`src/msrs_pkg.sv`:
```
// shared widths, codes and stage types of the max-step ray/sphere solver
`default_nettype none
package msrs_pkg;

  // fixed field widths
  localparam int unsigned CoordW  = 32;
  localparam int unsigned CfgW    = 31;
  localparam int unsigned PointW  = 33;  // start point after flip
  localparam int unsigned PsumW   = 48;  // sum of squared start coordinates
  localparam int unsigned DotW    = 34;  // rounded projection d
  localparam int unsigned QW      = 51;  // signed quarter discriminant
  localparam int unsigned QuoW    = 31;  // magnitude of one unit component

  // chain lengths
  localparam int unsigned RootW     = 32;  // both square roots give 32 bits
  localparam int unsigned NormCells = RootW;
  localparam int unsigned DivCells  = QuoW;
  localparam int unsigned RootCells = RootW;
  localparam int unsigned Lanes     = 3;

  // quarter discriminant limits (4q <= 64 is tangent)
  localparam logic signed [QW-1:0] QTangentMax = QW'(16);
  localparam int unsigned QLimitLog2 = 47;

  // config register indexes and reset value
  localparam logic RegMaxStep = 1'b0;
  localparam logic RegRotScale = 1'b1;
  localparam logic [CfgW-1:0] CfgReset = CfgW'(65536);

  // root kind codes
  localparam logic [1:0] KindNone    = 2'd0;
  localparam logic [1:0] KindTangent = 2'd1;
  localparam logic [1:0] KindTwo     = 2'd2;
  localparam logic [1:0] KindZeroDir = 2'd3;

  // data riding along the norm square-root chain
  typedef struct packed {
    logic [Lanes-1:0][PointW-1:0] p;
    logic [Lanes-1:0]             hneg;
    logic [Lanes-1:0][CoordW-1:0] hmag;
    logic [PsumW-1:0]             psum;
    logic                         zero;
  } norm_side_t;

  // data riding along the divider chain
  typedef struct packed {
    logic [Lanes-1:0][PointW-1:0] p;
    logic [Lanes-1:0]             hneg;
    logic [PsumW-1:0]             psum;
    logic                         zero;
  } div_side_t;

  // data riding along the final square-root chain
  typedef struct packed {
    logic [DotW-1:0] d;
    logic [1:0]      kind;
  } root_side_t;

endpackage
`default_nettype wire

```
`src/msrs_div_cell.sv`:
```
// one quotient bit of a pipelined restoring divider, several lanes sharing a divisor
`default_nettype none
module msrs_div_cell
  import msrs_pkg::*;
#(
  parameter int unsigned DW = 32,
  parameter int unsigned QB = 31,
  parameter int unsigned LN = 3,
  parameter int unsigned SW = 8
) (
  input  wire logic                   clk_i,
  input  wire logic                   rst_ni,
  input  wire logic                   en_i,
  input  wire logic                   valid_i,
  input  wire logic [DW-1:0]          div_i,
  input  wire logic [LN-1:0][DW-1:0]  rem_i,
  input  wire logic [LN-1:0][QB-1:0]  num_i,
  input  wire logic [LN-1:0][QB-1:0]  quo_i,
  input  wire logic [SW-1:0]          side_i,
  output logic                        valid_o,
  output logic [DW-1:0]               div_o,
  output logic [LN-1:0][DW-1:0]       rem_o,
  output logic [LN-1:0][QB-1:0]       num_o,
  output logic [LN-1:0][QB-1:0]       quo_o,
  output logic [SW-1:0]               side_o
);

  logic                      valid_q;
  logic [DW-1:0]             div_q;
  logic [LN-1:0][DW-1:0]     rem_q, rem_d;
  logic [LN-1:0][QB-1:0]     num_q, num_d, quo_q, quo_d;
  logic [SW-1:0]             side_q;
  logic [LN-1:0][DW:0]       part, diff;
  logic [LN-1:0]             ge;

  // shift in one numerator bit per lane and subtract when it fits
  always_comb begin
    for (int l = 0; l < LN; l++) begin
      part[l]  = {rem_i[l], num_i[l][QB-1]};
      diff[l]  = part[l] - {1'b0, div_i};
      ge[l]    = (part[l] >= {1'b0, div_i});
      rem_d[l] = ge[l] ? diff[l][DW-1:0] : part[l][DW-1:0];
      num_d[l] = {num_i[l][QB-2:0], 1'b0};
      quo_d[l] = {quo_i[l][QB-2:0], ge[l]};
    end
  end

  // valid flag
  always_ff @(posedge clk_i or negedge rst_ni) begin
    if (!rst_ni) begin
      valid_q <= 1'b0;
    end else if (en_i) begin
      valid_q <= valid_i;
    end
  end

  // payload
  always_ff @(posedge clk_i) begin
    if (en_i) begin
      div_q  <= div_i;
      rem_q  <= rem_d;
      num_q  <= num_d;
      quo_q  <= quo_d;
      side_q <= side_i;
    end
  end

  assign valid_o = valid_q;
  assign div_o   = div_q;
  assign rem_o   = rem_q;
  assign num_o   = num_q;
  assign quo_o   = quo_q;
  assign side_o  = side_q;

endmodule
`default_nettype wire
```
`config.mk`:
```
export PLATFORM = sky130hd
export DESIGN_NAME = msrs_div_cell
export DESIGN_NICKNAME = d
export VERILOG_FILES = /design/src/msrs_pkg.sv /design/src/msrs_div_cell.sv
export SDC_FILE = /design/constraint.sdc
export NUM_CORES = 1
export LEC_CHECK = 0
export ABC_AREA = 1
export BUFFER_PORTS_ARGS = -buffer_cell sky130_fd_sc_hd__buf_2
export CAP_MARGIN = 10
export CORE_UTILIZATION = 30
export CTS_CLUSTER_SIZE = 40
export DETAILED_ROUTE_END_ITERATION = 10
export SYNTH_ARGS = -nofsm -noshare
export SYNTH_HDL_FRONTEND = slang
export SYNTH_SLANG_ARGS = --single-unit
```
`constraint.sdc`:
```
create_clock -name clk_i -period 1.15 [get_ports clk_i]
set_clock_uncertainty 0.05 [all_clocks]
set_input_delay 0 -clock clk_i [delete_from_list [all_inputs] [get_ports clk_i]]
set_output_delay 0 -clock clk_i [all_outputs]
set_load 0.005 [all_outputs]
```
== Word-level counts from Yosys, hierarchy flattened ==
Cells that the tools add are included.

* Bits in registers: 320
* Latch bits: 0
* Bits in writable memories: 0
* Memory bits (read-only): 0
* Bits of input ports: 326
* Output and inout port bits: 323
* Word-level logic and storage cells: 21
* Memories: 0

* $add $sub $neg: 3
* $mul: 0
* Div/mod/pow operators: 0
* Magnitude comparators: 3
* Eq/ne operators: 0
* Shift-type cells: 0
* Mux-type cells: 3
* Bitwise logic cells: 0
* Reduce and logical (&&, ||, !) cells: 0

{| class="wikitable"
|+ Operator list
! operator !! number
|-
| 33-bit by 32-bit greater-or-equal comparator with 1-bit output || 3
|-
| 32-bit two-way mux || 3
|-
| 32-bit subtractor || 3
|}

== Depth between registers and ports, before layout ==
* Depth after elaboration: 2
* Mapped depth: 16

== Least setup slack after synthesis ==
Ideal clock, no wire load.

* Path type: in2reg
* Start: in div_i[4]
* End: reg rem_q, in the netlist rem_o[86], data pin
* Setup time: 0.252 ns
* Arrival: 1.395 ns
* Required time: 0.848 ns
* Setup slack: -0.547 ns
* Stages: 14
* Path buffers: 1
* Cell sequence: inv_1 > ha_1 > nand2_1 > nand2_1 > nand3b_2 > nand2_2 > nand2_4 > nand2_4 > nand2_4 > nand2_4 > nand2_8 > buf_6 > nand2_1 > nand2_1

{| class="wikitable"
|+ RTL lines
! element !! line !! text
|-
| start: declaration || msrs_div_cell.sv:15 || <nowiki>input wire logic [DW-1:0] div_i,</nowiki>
|-
| end signal: assignment || msrs_div_cell.sv:61 || <nowiki>rem_q <= rem_d;</nowiki>
|-
| end: declaration || msrs_div_cell.sv:30 || <nowiki>logic [LN-1:0][DW-1:0] rem_q, rem_d;</nowiki>
|}

==> impl_results.md <==
* Peak supply drop at 0.822 mV
* Total track usage at 26.9%
* Number of endpoints failing setup at the final stage at 166
* Setup WS post-layout at -467 ps
* RSZ-0062 raised after global routing: yes
* Number of global-route vias before repair at 20.5k
* Critical Path Most Common Cell: nand2_2
* Max Transition Viols Final at 0
* Crit Path Max Fanout at 8
* Leading cell type in the layout, fill and taps excluded: nand2_1
* Critical Path Max Stage Delay at 350 ps
* Die footprint at 0.0640 mm2
* Data arrival time of the critical path at 1900 ps
* HP Class: input pin to flip-flop
* Share of the synthesized area in the top cell type at 50.7%
* Async set-reset flop share out of synthesis at 0.313%
* Yosys Warn Count at 0
* Die width at 253 um
* Pin count of the biggest net entering global routing at 33
* CTS tree: done
* Leak Pwr at 17.0 nW
* Fin crit share at 141%
* Row cnt at 91
* Drt initial violations at 1248
* Cells along the critical path: buf_8, clkinvlp_4, ha_4, buf_6, nand2_2, nand2_2, inv_2, nand2_2, inv_2, nand2_2, nand2_2, nand3_2, nor2_4, buf_6, nand2_8, nand2_4, nand2_2
* Clock tree root driver cell: clkbuf_16
* Final Hold Slack at 0.415 ps
* Clock latency on the worst-skew pair at 550 ps
* Routed Antenna Nets at 0
* Layout Nets at 4118
* Yosys reg bits at 320
* Grt total ovfl at 0
* Port Buf Inserts at 642
* Via density per instance at 4.65
* Routed WL per cell at 20.1 um
* Worst path slowest cell: ha_4
* Achievable Freq at 0.618 GHz
* Maximum clock insertion buffer count at 3
* First-pass GRT wire length at 126000 um
* I/O pins at 649
* Max Cap Violations at 0
* Largest delay share family, worst path: simple AND/OR/NAND/NOR gates
* Failing checks: negative setup slack
* Synth area leader: edfxtp_1
* Dpl hpwl at 65200 um
* Mapped Area at 0.0189 mm2
* Effective utilization at floorplan at 30.5%
* Fillers at 5383
* Synth cell types at 35
* WL final at 92000 um
* CP bufs+invs at 6
* CP startpoint kind: input pin
* Post-synth top flop: edfxtp_1
* R2R Setup Slk at 360 ps
* Required time worst endpoint at 1430 ps
* Mapped Cells at 2266
* Fin. Hold Viols at 0
* CP Class: input pin to flip-flop
* Detailed-route via count at 21.2k
* Sum of negative setup slack at -42950 ps
* Initial antenna violation count at 17
* DRT Pass-1 Iters at 5
* Clk slew on worst S/H paths at 60 ps
* Synth Area per Inst at 8.34 um2
* GP Congestion at 0.972
* EDFF count, synth at 319
* Number of H-tree levels at 2
* Post-Place Setup Slack at -1090 ps
* Sink Count at 320
* DR DRC count at 0
* Placed Area at 0.0266 mm2
* Status: finished with violations
* Setup crit end kind: flip-flop
* Layout area overhead at 84.1%
* Fin crit period at 1620 ps
* Core box area at 0.0619 mm2
* Ranking of synthesized cells by area: edfxtp_1, nand2_1, inv_1, ha_1, nand3_1
* Layout cell share with drive strength beyond 1 at 45.6%
* Num CTS Buffers at 38
* Die Ht at 253 um
* P per Cell Area at 1150 mW/mm2
* Sequential area share after synthesis at 50.8%
* Final core occ at 56.2%
* Most frequent cells in the layout: nand2_1, buf_2, inv_1
* Design area at 0.0348 mm2
==> metal layers <==
| layer | vias up | part of all wire (%) | GRT usage (%) |
|---|---|---|---|
| met2 | 908 | 50 | 47.7 |
| met3 | 194 | 7.2 | 4.70 |
| li1 | 10100 | - | - |
| met4 | 2 | 4.9 | 12.9 |
| met1 | 10000 | 38 | 31.1 |
| met5 | - | 0.016 | 0 |
==> what timing repair did <==
action,CTS,global route
setup endpoints to repair,226,326
gates resized for setup,257,394
gates cloned,12,9
hold endpoints to repair,340,4
pin swaps,62,135
hold buffers,318,4
setup buffers,42,16
==> registers in the layout, summed over array words and instances, names as in the netlist <==
| name | flops |
|---|---|
| rem_o | 96 |
| valid_o | 1 |
| div_o | 32 |
| side_o | 8 |
| num_o | 90 |
| quo_o | 93 |
==> power breakdown <==
group	internal (W)	total, W	switching (W)	leakage (nW)
Clock	0.00714	0.0124	0.00526	0.604
Combinational	0.00621	0.0130	0.00677	13.3
Sequential	0.0143	0.0148	0.000472	3.13
Total	0.0276	0.0401	0.0125	17.0
==> layout make-up <==
class	count	area, um2	share of cell area, %
repair buffers	1412	11000	31.6
inverters	413	1610	4.63
diodes	10	25.0	0.0719
well taps	837	1050	3.01
multi-input cells	1508	10300	29.6
clock inverters	25	248	0.712
flip-flops and latches	320	9600	27.6
clock buffers	43	991	2.85
==> worst min-delay path: stages <==
cell and delay (ps):
buf_2 110, inv_1 50, ha_1 140, inv_1 50
nand2_2 50, nand2_1 50
==> logic make-up (layout without fill, tap and decap cells) <==
kind of cell,count (synthesis),in the layout,share of synthesized area (%)
XOR/XNOR,42,42,1.95
other,1,13,0.0198
adder cells (fa/ha/maj),99,99,6.67
buffers and inverters,445,1893,9.43
AND/OR/NAND/NOR,1289,1294,29.2
AO/OA/AOI/OAI,69,69,1.91
flip-flops,320,320,50.8
multiplexers,1,1,0.0596
==> stage by stage <==
step / power [W] / instances
floorplan: 0.0190 / 2268
global route: 0.0417 / 4566
global placement: 0.0244 / 4093
CTS: 0.0387 / 4532
detailed placement: 0.0245 / 4093
finish: 0.0401 / 4568
==> cells in the mapped netlist (9+ instances only) <==
cell type,n
nand3_1,170
buf_2,20
nand4_1,10
nand2_4,9
nor3_1,22
edfxtp_1,319
nand3_2,18
a21oi_1,60
and2_1,14
nand3b_1,11
ha_1,96
nor2_2,14
xor2_1,39
nand2_1,891
inv_1,410
nor2_1,112
==> path summary, 6_finish.rpt <==
kind                       startpoint   endpoint  depth (start not counted)
setup / recovery            div_i[24]  rem_o[87]                         17
hold / removal              num_i[92]  rem_o[64]                          6
setup reg to reg              valid_o    valid_o                          1
hold reg to reg               valid_o    valid_o                          1
max in group asynchronous      rst_ni    valid_o                          3
min in group asynchronous      rst_ni    valid_o                          3
Note: power is estimated with default switching activity, not from simulation.
