## src/msrs_pkg.sv

```systemverilog
// shared widths, codes and stage types of the max-step ray/sphere solver
`default_nettype none
package msrs_pkg;

  // fixed field widths
  localparam int unsigned CoordW  = 32;
  localparam int unsigned CfgW    = 31;
  localparam int unsigned PointW  = 33;  // start point after flip
  localparam int unsigned PsumW   = 48;  // sum of squared start coordinates
  localparam int unsigned DotW    = 34;  // rounded projection d
  localparam int unsigned QW      = 51;  // signed quarter discriminant
  localparam int unsigned QuoW    = 31;  // magnitude of one unit component

  // chain lengths
  localparam int unsigned RootW     = 32;  // both square roots give 32 bits
  localparam int unsigned NormCells = RootW;
  localparam int unsigned DivCells  = QuoW;
  localparam int unsigned RootCells = RootW;
  localparam int unsigned Lanes     = 3;

  // quarter discriminant limits (4q <= 64 is tangent)
  localparam logic signed [QW-1:0] QTangentMax = QW'(16);
  localparam int unsigned QLimitLog2 = 47;

  // config register indexes and reset value
  localparam logic RegMaxStep = 1'b0;
  localparam logic RegRotScale = 1'b1;
  localparam logic [CfgW-1:0] CfgReset = CfgW'(65536);

  // root kind codes
  localparam logic [1:0] KindNone    = 2'd0;
  localparam logic [1:0] KindTangent = 2'd1;
  localparam logic [1:0] KindTwo     = 2'd2;
  localparam logic [1:0] KindZeroDir = 2'd3;

  // data riding along the norm square-root chain
  typedef struct packed {
    logic [Lanes-1:0][PointW-1:0] p;
    logic [Lanes-1:0]             hneg;
    logic [Lanes-1:0][CoordW-1:0] hmag;
    logic [PsumW-1:0]             psum;
    logic                         zero;
  } norm_side_t;

  // data riding along the divider chain
  typedef struct packed {
    logic [Lanes-1:0][PointW-1:0] p;
    logic [Lanes-1:0]             hneg;
    logic [PsumW-1:0]             psum;
    logic                         zero;
  } div_side_t;

  // data riding along the final square-root chain
  typedef struct packed {
    logic [DotW-1:0] d;
    logic [1:0]      kind;
  } root_side_t;

endpackage
`default_nettype wire

```

## src/msrs_sqrt_cell.sv

```systemverilog
// one digit step of a pipelined integer square root
`default_nettype none
module msrs_sqrt_cell
  import msrs_pkg::*;
#(
  parameter int unsigned RW = 32,
  parameter int unsigned SW = 8
) (
  input  wire logic            clk_i,
  input  wire logic            rst_ni,
  input  wire logic            en_i,
  input  wire logic            valid_i,
  input  wire logic [2*RW-1:0] rad_i,
  input  wire logic [RW+1:0]   rem_i,
  input  wire logic [RW-1:0]   root_i,
  input  wire logic [SW-1:0]   side_i,
  output logic                 valid_o,
  output logic [2*RW-1:0]      rad_o,
  output logic [RW+1:0]        rem_o,
  output logic [RW-1:0]        root_o,
  output logic [SW-1:0]        side_o
);

  logic            valid_q;
  logic [2*RW-1:0] rad_q, rad_d;
  logic [RW+1:0]   rem_q, rem_d;
  logic [RW-1:0]   root_q, root_d;
  logic [SW-1:0]   side_q;
  logic [RW+3:0]   pair, trial, diff;
  logic            ge;

  // bring down two radicand bits and try the next root bit
  always_comb begin
    pair  = {rem_i, rad_i[2*RW-1 -: 2]};
    trial = {2'b00, root_i, 2'b01};
    diff  = pair - trial;
    ge    = (pair >= trial);
    if (ge) begin
      rem_d = diff[RW+1:0];
    end else begin
      rem_d = pair[RW+1:0];
    end
    root_d = {root_i[RW-2:0], ge};
    rad_d  = {rad_i[2*RW-3:0], 2'b00};
  end

  // valid flag
  always_ff @(posedge clk_i or negedge rst_ni) begin
    if (!rst_ni) begin
      valid_q <= 1'b0;
    end else if (en_i) begin
      valid_q <= valid_i;
    end
  end

  // payload
  always_ff @(posedge clk_i) begin
    if (en_i) begin
      rad_q  <= rad_d;
      rem_q  <= rem_d;
      root_q <= root_d;
      side_q <= side_i;
    end
  end

  assign valid_o = valid_q;
  assign rad_o   = rad_q;
  assign rem_o   = rem_q;
  assign root_o  = root_q;
  assign side_o  = side_q;

`ifndef NO_ASSERTIONS
  // partial remainder never exceeds twice the partial root
  a_rem_bound: assert property (@(posedge clk_i) disable iff (!rst_ni)
    valid_q |-> (rem_q <= {1'b0, root_q, 1'b0}))
    else $error("sqrt remainder out of bound");
`endif

endmodule
`default_nettype wire

```

## config.mk

```make
export PLATFORM = sky130hd
export DESIGN_NAME = msrs_sqrt_cell
export DESIGN_NICKNAME = d
export VERILOG_FILES = /design/src/msrs_pkg.sv /design/src/msrs_sqrt_cell.sv
export SDC_FILE = /design/constraint.sdc
export NUM_CORES = 1
export LEC_CHECK = 0
export BUFFER_PORTS_ARGS = -buffer_cell sky130_fd_sc_hd__buf_2
export CORE_MARGIN = 8
export CORE_UTILIZATION = 52
export DETAILED_ROUTE_END_ITERATION = 12
export GPL_TIMING_DRIVEN = 0
export PLACE_DENSITY = 0.83
export SETUP_SLACK_MARGIN = 0.1
export SLEW_MARGIN = 5
export SYNTH_ARGS = -nofsm -noshare
export SYNTH_HDL_FRONTEND = slang
export SYNTH_SLANG_ARGS = --single-unit
```

## constraint.sdc

```tcl
create_clock -name clk_i -period 1.9 [get_ports clk_i]
set_input_delay 0.285 -clock clk_i [delete_from_list [all_inputs] [get_ports clk_i]]
set_output_delay 0.285 -clock clk_i [all_outputs]
set_load 0.02 [all_outputs]
```

---- Word level (Yosys, flattened, before mapping) ----
Index checks and enable logic that the tools add are counted.
operators by class
  add/subtract/negate cells ............... 1
  muxes and demuxes ....................... 1
  order comparisons ....................... 1
operators with widths
  cell                                          number
  greater-or-equal comparator 36 x 34 -> 1 bit  1
  2-to-1 mux 34 bit                             1
  subtractor 34 bit                             1
storage, ports and cells
  input bits .............................. 142
  flip-flop bits (word level) ............. 137
  logic and storage cells ................. 8
  output and inout bits ................... 139

---- Logic depth before layout (Yosys ltp) ----
  word-level depth ........................ 2
  gate-level depth with buffers ........... 13

---- Worst setup path after synthesis ----
OpenSTA, ideal clock, no wires.
  kind .................................... input port to flip-flop
  start ................................... input root_i[9]
  end ..................................... register rem_q[27] (netlist: rem_o[27]), data pin
  path slack .............................. -0.628 ns
  library setup time ...................... 0.260 ns
  path buffers ............................ 0
  data required time ...................... 1.640 ns
  cell stages on the path ................. 10
  arrival time ............................ 2.267 ns
  path through ............................ inv_1 ha_1 a21o_1 a31o_1 a211oi_4 o211ai_2 a21bo_2 mux2i_1 o221ai_1 mux2_4
on the way
  cells in the longest elaborated chain, start to end .. 2
ends and longest elaborated chain
  what                                                                               RTL line                                    RTL
  start: declaration                                                                 msrs_sqrt_cell.sv:15                        input wire logic [RW-1:0] root_i,
  subtractor 34 bit or greater-or-equal comparator 36 x 34 -> 1 bit (tied branches)  msrs_sqrt_cell.sv:36, msrs_sqrt_cell.sv:37
  2-to-1 mux 34 bit (*)                                                              msrs_sqrt_cell.sv:38                        if (ge) begin
  named net rem_d[27]                                                                msrs_sqrt_cell.sv:26                        logic [RW+1:0] rem_q, rem_d;
  end signal: assignment                                                             msrs_sqrt_cell.sv:60                        rem_q <= rem_d;
  end: declaration                                                                   msrs_sqrt_cell.sv:26
The timed path passes the listed nets; every way through them passes the cells marked *.
A chain may end at the register's enable or synchronous reset.

---- Worst setup path after layout ----
  start ................................... input rem_i[3]
  end ..................................... register rem_q[26] (netlist: rem_o[26]), data pin
on the way
  cells in the longest elaborated chain, start to end .. 2
ends and longest elaborated chain
  what                                                                               RTL line                                    RTL
  start: declaration                                                                 msrs_sqrt_cell.sv:14                        input wire logic [RW+1:0] rem_i,
  subtractor 34 bit or greater-or-equal comparator 36 x 34 -> 1 bit (tied branches)  msrs_sqrt_cell.sv:36, msrs_sqrt_cell.sv:37
  2-to-1 mux 34 bit (*)                                                              msrs_sqrt_cell.sv:38
  named net rem_d[26]                                                                msrs_sqrt_cell.sv:26
Marked as above.

==> flow_summary.toml <==
[status]
status = "complete, but fails checks"
violations = "setup timing"

[power]
power.total_mw = 9.611
p_leak_nw = 4.525
vdd.ir_drop.worst_mv = 0.5122
powerDensity_mw_per_mm2 = 927.8

[logic_synthesis]
yosysTopAreaCellShare_pct = 61.96
synth-compound-area-share_pct = 14.14
ys_seq_area_share_pct = 62.34
synth_cell_types = 64
synth-async-reset-ratio_pct = 0.7299
yosys_warnings = 0
synthXorXnorAreaFrac_pct = 3.588
synth.mux.area_fraction_pct = 1.006
synth_fa_ha_area_share_pct = 6.454
yosys_register_bits = 137
synth_edf_count = 136
synth_top_family_by_area = "compound AO/OA/AOI/OAI gates"
synth_cells = 517
yosysTopAreaCell = "edfxtp_1"
synthSimpleGateAreaFrac_pct = 8.504
synth_ff_type = "edfxtp_1"
syn-cell-area_sq_mm = 0.006591
synth_area_leaders = "edfxtp_1 62%, ha_1 6.5%, nand2_1 3.3%"
syn_avg_cell_area_sq_um = 12.75

[final_layout]
drive_above_1_share_pct = 56.70
final_common_cell = "buf_2"
final_cell_mix = "259 x buf_2, 136 x edfxtp_1, 43 x buf_4"
area_growth_pct = 57.17
final_cells = 1053
nets = 1043

[placement]
dp.cells = 969
gp_congestion = 0.8916
dpl_worst_slack_ns = -0.9715
portBuffers = 278
post-dp-hpwl_um = 15270

[die]
core_area_sq_mm = 0.01252
rows = 41
fp.dieW_um = 128.6
initial_core_util_pct = 52.66
die_h_um = 128.6
io_pins = 281
die-area_sq_mm = 0.01653

[setup_path]
cp_slowest_cell = "or3_1"
crit_type = "in -> reg"
path_depth = 10
worstPathArrival_ns = 2.49
worst-path-buf-inv = 1
path_cells = "buf_2, ha_4, a21o_1, or3_1, o21a_1, a311oi_2, o21ai_2, a31oi_4, mux2i_1, a31o_1"
required_ns = 2.08
critPathLaunchType = "input pin"
slowest_delay_ns = 0.37
ff2ff_path_depth = 1
endpoint_kind = "register"
crit_family = "compound AO/OA/AOI/OAI gates"
critPathMaxFanout = 5

[route]
viasPerCell = 5.626
drt.antenna.violating_nets = 0
drt-pass1-iter-count = 5
wl_um = 22830
drc = 0
vias = 5924
first_iter_violations = 434
wire_per_inst_um = 21.68

[sta]
hold_violations = 0
max_freq_mhz = 432.3
timing.final.ws_setup_ns = -0.4135
finalMaxSlewViolations = 0
hold_slack_ns = 0.03438
final.period_utilization_pct = 121.8
fin_crit_ns = 2.313
rsz0062_at_grt = "yes"
finalSetupViolations = 35
finalClockSkew_ns = 0

[global_route]
grt_pass1_vias = 5908
antenna_found_initial = 1
gr-usage-all-layers_pct = 25.13
grt_first_pass_wirelength_um = 31800
grt_overflow = 0
grt_max_degree = 93

[cts]
worstSkewPairLatency_ns = 0.42
cts_tree = "built"
cts.sinks = 137
ctsHtreeMaxLevel = 4
cts_root_buf = "clkbuf_16"
clk_path_buf_depth = 2
numCtsBuffers = 17
clk_pin_slew_worst_paths_ns = 0.06

[hold_path]
hold_path_depth = 1
min_path_type = "in -> reg"

[flow_run]
cap_violations = 0
## final timing paths
| check | slack, ns | from | end |
|---|---|---|---|
| worst max-delay path | -0.41 | rem_i[3] | rem_o[26] |
| worst min-delay path | 0.03 | side_i[3] | side_o[3] |
| worst max register to register | 1.14 | valid_o | valid_o |
| worst min register to register | 0.53 | valid_o | valid_o |
| max in group asynchronous | 1.64 | rst_ni | valid_o |
| min in group asynchronous | 0.17 | rst_ni | valid_o |
## flip-flops by register name (all words and copies together) (netlist names)
signal / count
rem_o: 34
valid_o: 1
side_o: 8
root_o: 32
rad_o: 62
## where the power goes
part           switching, mW  internal [mW]
registers             0.0794           3.69
clock network           1.28           2.07
logic                   1.43           1.06
## cell families (layout without fill, tap and decap cells)
| kind of cell | count (synthesis) | count (layout) |
|---|---|---|
| flops | 137 | 137 |
| compound gates | 133 | 133 |
| simple gates | 120 | 120 |
| buf+inv | 59 | 421 |
| fa+ha+maj | 34 | 34 |
| xor+xnor | 27 | 27 |
| mux | 6 | 6 |
| other cells | 1 | 3 |
## metal layers
layer / track usage (%) / up-vias / part of all wire [%]
li1: - / 2626 / -
met1: 25.21 / 2842 / 33
met2: 47.63 / 364 / 53
met3: 6.951 / 92 / 8.8
met4: 10.64 / 0 / 4.5
met5: 0 / - / 0
## timing repair
action                                  CTS  global route
hold buffers                              1             0
cloned                                    1             2
endpoints found under the setup margin   35            35
gates resized for setup                  67            89
hold endpoints to repair                  1             0
pin swaps                                33            47
setup buffers                            32            16
## cell type report
type,count,area [sq um]
Antenna cell,1,2.502
Buffer,15,207.7
Inverter,43,216.5
Sequential cell,137,4109
Clock buffer,19,432.9
Clock inverter,13,168.9
Multi-Input combinational cell,322,2942
Fill cell,705,2157
Timing Repair Buffer,331,2066
Tap cell,172,215.2
## stage by stage
step	TNS (ns)	util (%)	area, sq um
6_report	-11.87	82.77	10360
3_3_place_gp	-150.44	68.54	8579
2_1_floorplan	-11.55	-	6973
3_5_place_dp	-30.23	68.81	8613
5_1_grt	-14.77	82.77	10360
4_1_cts	-10.62	78.29	9799
## synth_stat cells, drive strengths merged, types with 2 or more instances
| cell | n |
|---|---|
| o221ai | 2 |
| edfxtp | 136 |
| o21a | 3 |
| mux2i | 4 |
| nor3 | 10 |
| inv | 42 |
| and3 | 5 |
| mux2 | 2 |
| o21ai | 46 |
| nand2b | 5 |
| a211oi | 2 |
| buf | 9 |
| o211ai | 3 |
| nor2 | 18 |
| o31a | 2 |
| clkbuf | 7 |
| o31ai | 5 |
| and2 | 5 |
| o41ai | 3 |
| nand2 | 58 |
| a21o | 20 |
| nand4 | 7 |
| nand3 | 6 |
| a31o | 2 |
| ha | 34 |
| a21boi | 2 |
| xnor2 | 14 |
| a21oi | 28 |
| xor2 | 13 |
| a31oi | 5 |
Note: power is estimated with default switching activity, not from simulation.
